**src/rmf_pkg.sv**
```systemverilog
// Shared constants, register map and control types of the raster median filter.
package rmf_pkg;

    // Default build sizes.
    localparam int DEF_MAX_WIDTH  = 1024;
    localparam int DEF_MAX_RADIUS = 3;

    localparam int PIXEL_W  = 8;
    localparam int CFG_W    = 11;
    localparam int HEIGHT_W = 16;
    localparam int RADIUS_W = 2;
    localparam int ADDR_W   = 4;
    localparam int DATA_W   = 32;

    // Register indexes, taken from paddr[3:2].
    localparam logic [1:0] REG_WIDTH  = 2'd0;
    localparam logic [1:0] REG_HEIGHT = 2'd1;
    localparam logic [1:0] REG_RADIUS = 2'd2;

    // Register reset values.
    localparam logic [CFG_W-1:0]    RST_WIDTH  = 11'd1024;
    localparam logic [HEIGHT_W-1:0] RST_HEIGHT = 16'd1;
    localparam logic [RADIUS_W-1:0] RST_RADIUS = 2'd1;

    // Input beat kinds carried on tuser.
    localparam logic MODE_PIXEL = 1'b0;
    localparam logic MODE_FLUSH = 1'b1;

    // Control from the sequencer to the insertion sort unit.
    typedef struct packed {
        logic clear;
        logic insert;
    } rmf_sort_ctl_t;

endpackage

```
**src/rmf_sort_unit.sv**
```systemverilog
// Insertion sort unit: takes one window pixel per cycle, while insert is set, into a sorted register row.
module rmf_sort_unit #(
    parameter int MAX_RADIUS = 3
) (
    input  logic                        aclk,
    input  rmf_pkg::rmf_sort_ctl_t      ctl,
    input  logic [rmf_pkg::PIXEL_W-1:0] din,
    input  logic [1:0]                  radius,
    output logic [rmf_pkg::PIXEL_W-1:0] median
);
    import rmf_pkg::*;

    localparam int SIDE = 2 * MAX_RADIUS + 1;
    localparam int N    = SIDE * SIDE;
    // Middle ranks of the 3x3, 5x5 and 7x7 windows, kept within the row.
    localparam int MED1 = 4;
    localparam int MED2 = (N > 12) ? 12 : MED1;
    localparam int MED3 = (N > 24) ? 24 : MED1;

    logic [PIXEL_W-1:0] rank_reg [N];

    // Empty places hold the top grey level, so they never sit below real pixels.
    always_ff @(posedge aclk) begin
        if (ctl.clear) begin
            for (int j = 0; j < N; j++) begin
                rank_reg[j] <= '1;
            end
        end else if (ctl.insert) begin
            // The lowest place takes the new pixel when it is below the current minimum.
            if (rank_reg[0] > din) begin
                rank_reg[0] <= din;
            end
            for (int j = 1; j < N; j++) begin
                if (rank_reg[j] <= din) begin
                    rank_reg[j] <= rank_reg[j];
                end else if (rank_reg[j-1] <= din) begin
                    rank_reg[j] <= din;
                end else begin
                    rank_reg[j] <= rank_reg[j-1];
                end
            end
        end
    end

    // Pick the middle rank for the active window size.
    always_comb begin
        case (radius)
            2'd2:    median = rank_reg[MED2];
            2'd3:    median = rank_reg[MED3];
            default: median = rank_reg[MED1];
        endcase
    end

endmodule

```
**config.mk**
```make
export PLATFORM = sky130hd
export DESIGN_NAME = rmf_sort_unit
export DESIGN_NICKNAME = d
export VERILOG_FILES = /design/src/rmf_pkg.sv /design/src/rmf_sort_unit.sv
export SDC_FILE = /design/constraint.sdc
export NUM_CORES = 1
export LEC_CHECK = 0
export ABC_CLOCK_PERIOD_IN_PS = 4400
export BUFFER_PORTS_ARGS = -buffer_cell sky130_fd_sc_hd__clkbuf_2
export CORE_MARGIN = 5
export CORE_UTILIZATION = 65
export CTS_CLUSTER_SIZE = 40
export DETAILED_ROUTE_END_ITERATION = 7
export MAX_ROUTING_LAYER = met4
export PLACE_DENSITY = 0.79
export SLEW_MARGIN = 10
export SYNTH_ARGS = -nofsm -noshare
export SYNTH_HDL_FRONTEND = slang
export SYNTH_SLANG_ARGS = --single-unit
export TNS_END_PERCENT = 30
```
**constraint.sdc**
```tcl
create_clock -name aclk -period 4.4 [get_ports aclk]
set_clock_uncertainty 0.1 [all_clocks]
set_input_delay 1.1 -clock aclk [delete_from_list [all_inputs] [get_ports aclk]]
set_output_delay 1.1 -clock aclk [all_outputs]
set_load 0.02 [all_outputs]
```
==> reports/results.txt <==
Leading cell type by number of instances after synthesis = nor2_1
Core Region = 21200 um2
Antenna Violating Nets Remaining = 0
Worst setup path class = in -> reg
Ant diodes = 0
Starting Density = 66.6%
Clock power frac = 31.6%
Crit share post-route = 80.5%
GP Congestion = 0.861
Net Count, Synth = 1470
Register Area = 6010 um2
Synth Register Bits = 200
DRC viols = 0
FF-to-FF setup slack = 1580 ps
Synth area leaders = edfxtp_1 (43%), ha_1 (18%), mux2i_1 (14%)
Initial antenna violation count = 0
Dpl hpwl = 23100 um
Synth area leader = edfxtp_1
Share of the synthesized area in the top cell type = 42.7%
H-tree levels = 4
Max Cap Violations = 0
Number of CTS-inserted buffers = 17
Clock root cell = clkbuf_16
Critical Path AT = 3510 ps
Clock Latency Late Sink = 440 ps
Avg Cell Area, Syn = 11.2 um2
Final hold violation count = 0
Crit end category = register
Worst min-delay path class = reg -> reg
DP Cell Count = 1540
WP data required = 4370 ps
Crit. Startpoint = din[0]
Max Buffers Root-to-Sink = 2
Critical path's slowest cell = o21ai_0
Synthesis warning total = 0
Max-slew violations = 0
Synthesized area = 14100 um2
Post_cts resized = 0
Post-synth EDFFs = 200
Max Clock Freq = 282 MHz
Slowest stage delay, CP = 940 ps
R2r startpoint = rank_reg[10][1]
Cell variety after synth = 50
CTS tree = done
Vias in the first global route = 10200
Synthesized instance count = 1257
CP startpoint kind = input port
Synth Flop Type = edfxtp_1
Final core utilization = 72.3%
Via count = 10300
Via/cell ratio = 6.55
Final setup fails = 0
Pwr per Cell Area = 326 nW/um2
Global-route wire length before repair = 54500 um
I/O Buffers = 20
# IOs = 21
Detailed Route Iter0 Violations = 876
Lkg Pwr = 5.74 nW
Psw = 0.00150 W
Largest net degree at the start of global routing = 178
GRT Util Overall = 29.5%
CP Cell Sequence = clkbuf_2 -> ha_1 -> and4b_1 -> a211oi_1 -> o221ai_1 -> o21ai_1 -> o21ai_0
Post-cts hold buffer count = 0
RSZ-0062 raised after global routing = false
TritonRoute pass-1 iters = 5
Fill cells = 1473
Fin Setup TNS = 0 ps
Final worst path period need = 3540 ps
Die height = 157 um
Worst slew margin = 20.5%
Switching Fraction = 30.1%
Peak VDD IR = 275 uV
Final wirelength = 34900 um
Die ar. = 24700 um2
Crit path to = rank_reg[10][1]
Max FO, Critical Path = 18
Synth cell count leaders = nor2_1 (226), edfxtp_1 (200), ha_1 (200)
Worst reg2reg path depth = 6
Post-route cell area = 15300 um2
Total Nets Final = 1497
Synthesis-to-layout area growth = 8.57%
Status = completed
Layout cell share with drive strength beyond 1 = 10.9%
Placed cell areas = 14700 um2
Async SR Flop Fraction = 0%
Die W = 157 um
Post-synthesis sequential area ratio = 42.7%
Postcts setup bufs = 0
Sequential Power Share = 46.1%
WL/cell = 22.2 um
Sink Count = 200
Max reg flops = 200
Multi-input logic area = 7740 um2
Worst r2r dst = rank_reg[10][1]
P_int = 0.00349 W
Number of placement rows = 53
Fin cells = 1572
Hold_ws = 543 ps
Grt ovf = 0
Worst-path clk slew = 80 ps
Slew at the pin with the worst max-slew slack = 1180 ps
Logic pwr share = 22.2%
-- metrics by stage --
step,setup WS (ps),power [W]
after floorplan,719,0.00314
after global placement,427,0.00339
after detailed placement,358,0.00344
after CTS,801,0.00499
after global routing,708,0.00519
final,857,0.00499
-- kinds of logic (layout without fill, tap and decap cells) --
logic type | Yosys count | after routing | synth area share (%)
buffers and inverters | 93 | 133 | 2.57
AND/OR/NAND/NOR | 380 | 380 | 14.1
AO/OA/AOI/OAI | 193 | 193 | 9.35
flip-flops | 200 | 200 | 42.7
adder cells (fa/ha/maj) | 200 | 200 | 17.8
multiplexers | 191 | 191 | 13.6
-- power by group through the flow --
stage	Clock (W)	Sequential (W)	Combinational (W)
after floorplan	0	0.00231	0.000833
final	0.00158	0.00230	0.00111
after global placement	0	0.00234	0.00105
after detailed placement	0	0.00234	0.00110
after global routing	0.00166	0.00231	0.00122
after CTS	0.00158	0.00230	0.00110
-- critical path, delay by kind of cell --
family | cells | cell delay, ps
compound gates | 4 | 1380
buf+inv | 1 | 400
fa+ha+maj | 1 | 380
simple gates | 1 | 240
-- cell type report --
class,instances,area share [%]
Inverter,44,1.08
Timing Repair Buffer,57,2.88
Clock buffer,17,2.78
Tap cell,275,2.25
Sequential cell,200,39.3
Multi-Input combinational cell,964,50.7
Clock inverter,15,1.05
-- per-layer routing --
layer / routed length [um] / share of wire (%) / vias to the layer above / global-route usage, %
met3: 2820 / 8.1 / 74 / 4.56
met5: 0 / 0 / - / -
met1: 14400 / 41 / 4996 / 38.4
met4: 932 / 2.7 / 0 / 8.56
li1: - / - / 4806 / -
met2: 16800 / 48 / 421 / 48.3
-- worst min-delay path by stage --
| stage | startpoint | end | slack (ps) | cells after the start |
|---|---|---|---|---|
| 6_report | rank_reg[11][7] | rank_reg[12][7] | 540 | 2 |
| 5_1_grt | rank_reg[11][7] | rank_reg[12][7] | 580 | 2 |
| 4_1_cts | rank_reg[13][1] | rank_reg[14][1] | 540 | 2 |
| 3_5_place_dp | rank_reg[11][4] | rank_reg[12][4] | 510 | 2 |
| 3_3_place_gp | rank_reg[11][0] | rank_reg[12][0] | 510 | 2 |
| 2_1_floorplan | rank_reg[11][0] | rank_reg[12][0] | 480 | 2 |
-- cells in the final DEF, fill, tap and decap left out, types with 6 or more instances in the layout --
cell type / instances
nor2_1: 218
ha_1: 200
edfxtp_1: 200
mux2i_1: 191
a21oi_1: 76
nand2_1: 48
inv_1: 43
nand4_1: 41
o21ai_0: 37
buf_4: 32
clkbuf_2: 20
clkbuf_16: 17
nor3_4: 15
nor2b_1: 14
a211oi_1: 12
o31ai_1: 12
o211ai_1: 12
a21o_1: 9
and4b_1: 9
nor2_2: 9
a2111oi_4: 6
o31a_1: 6
Note: power is estimated with default switching activity, not from simulation.
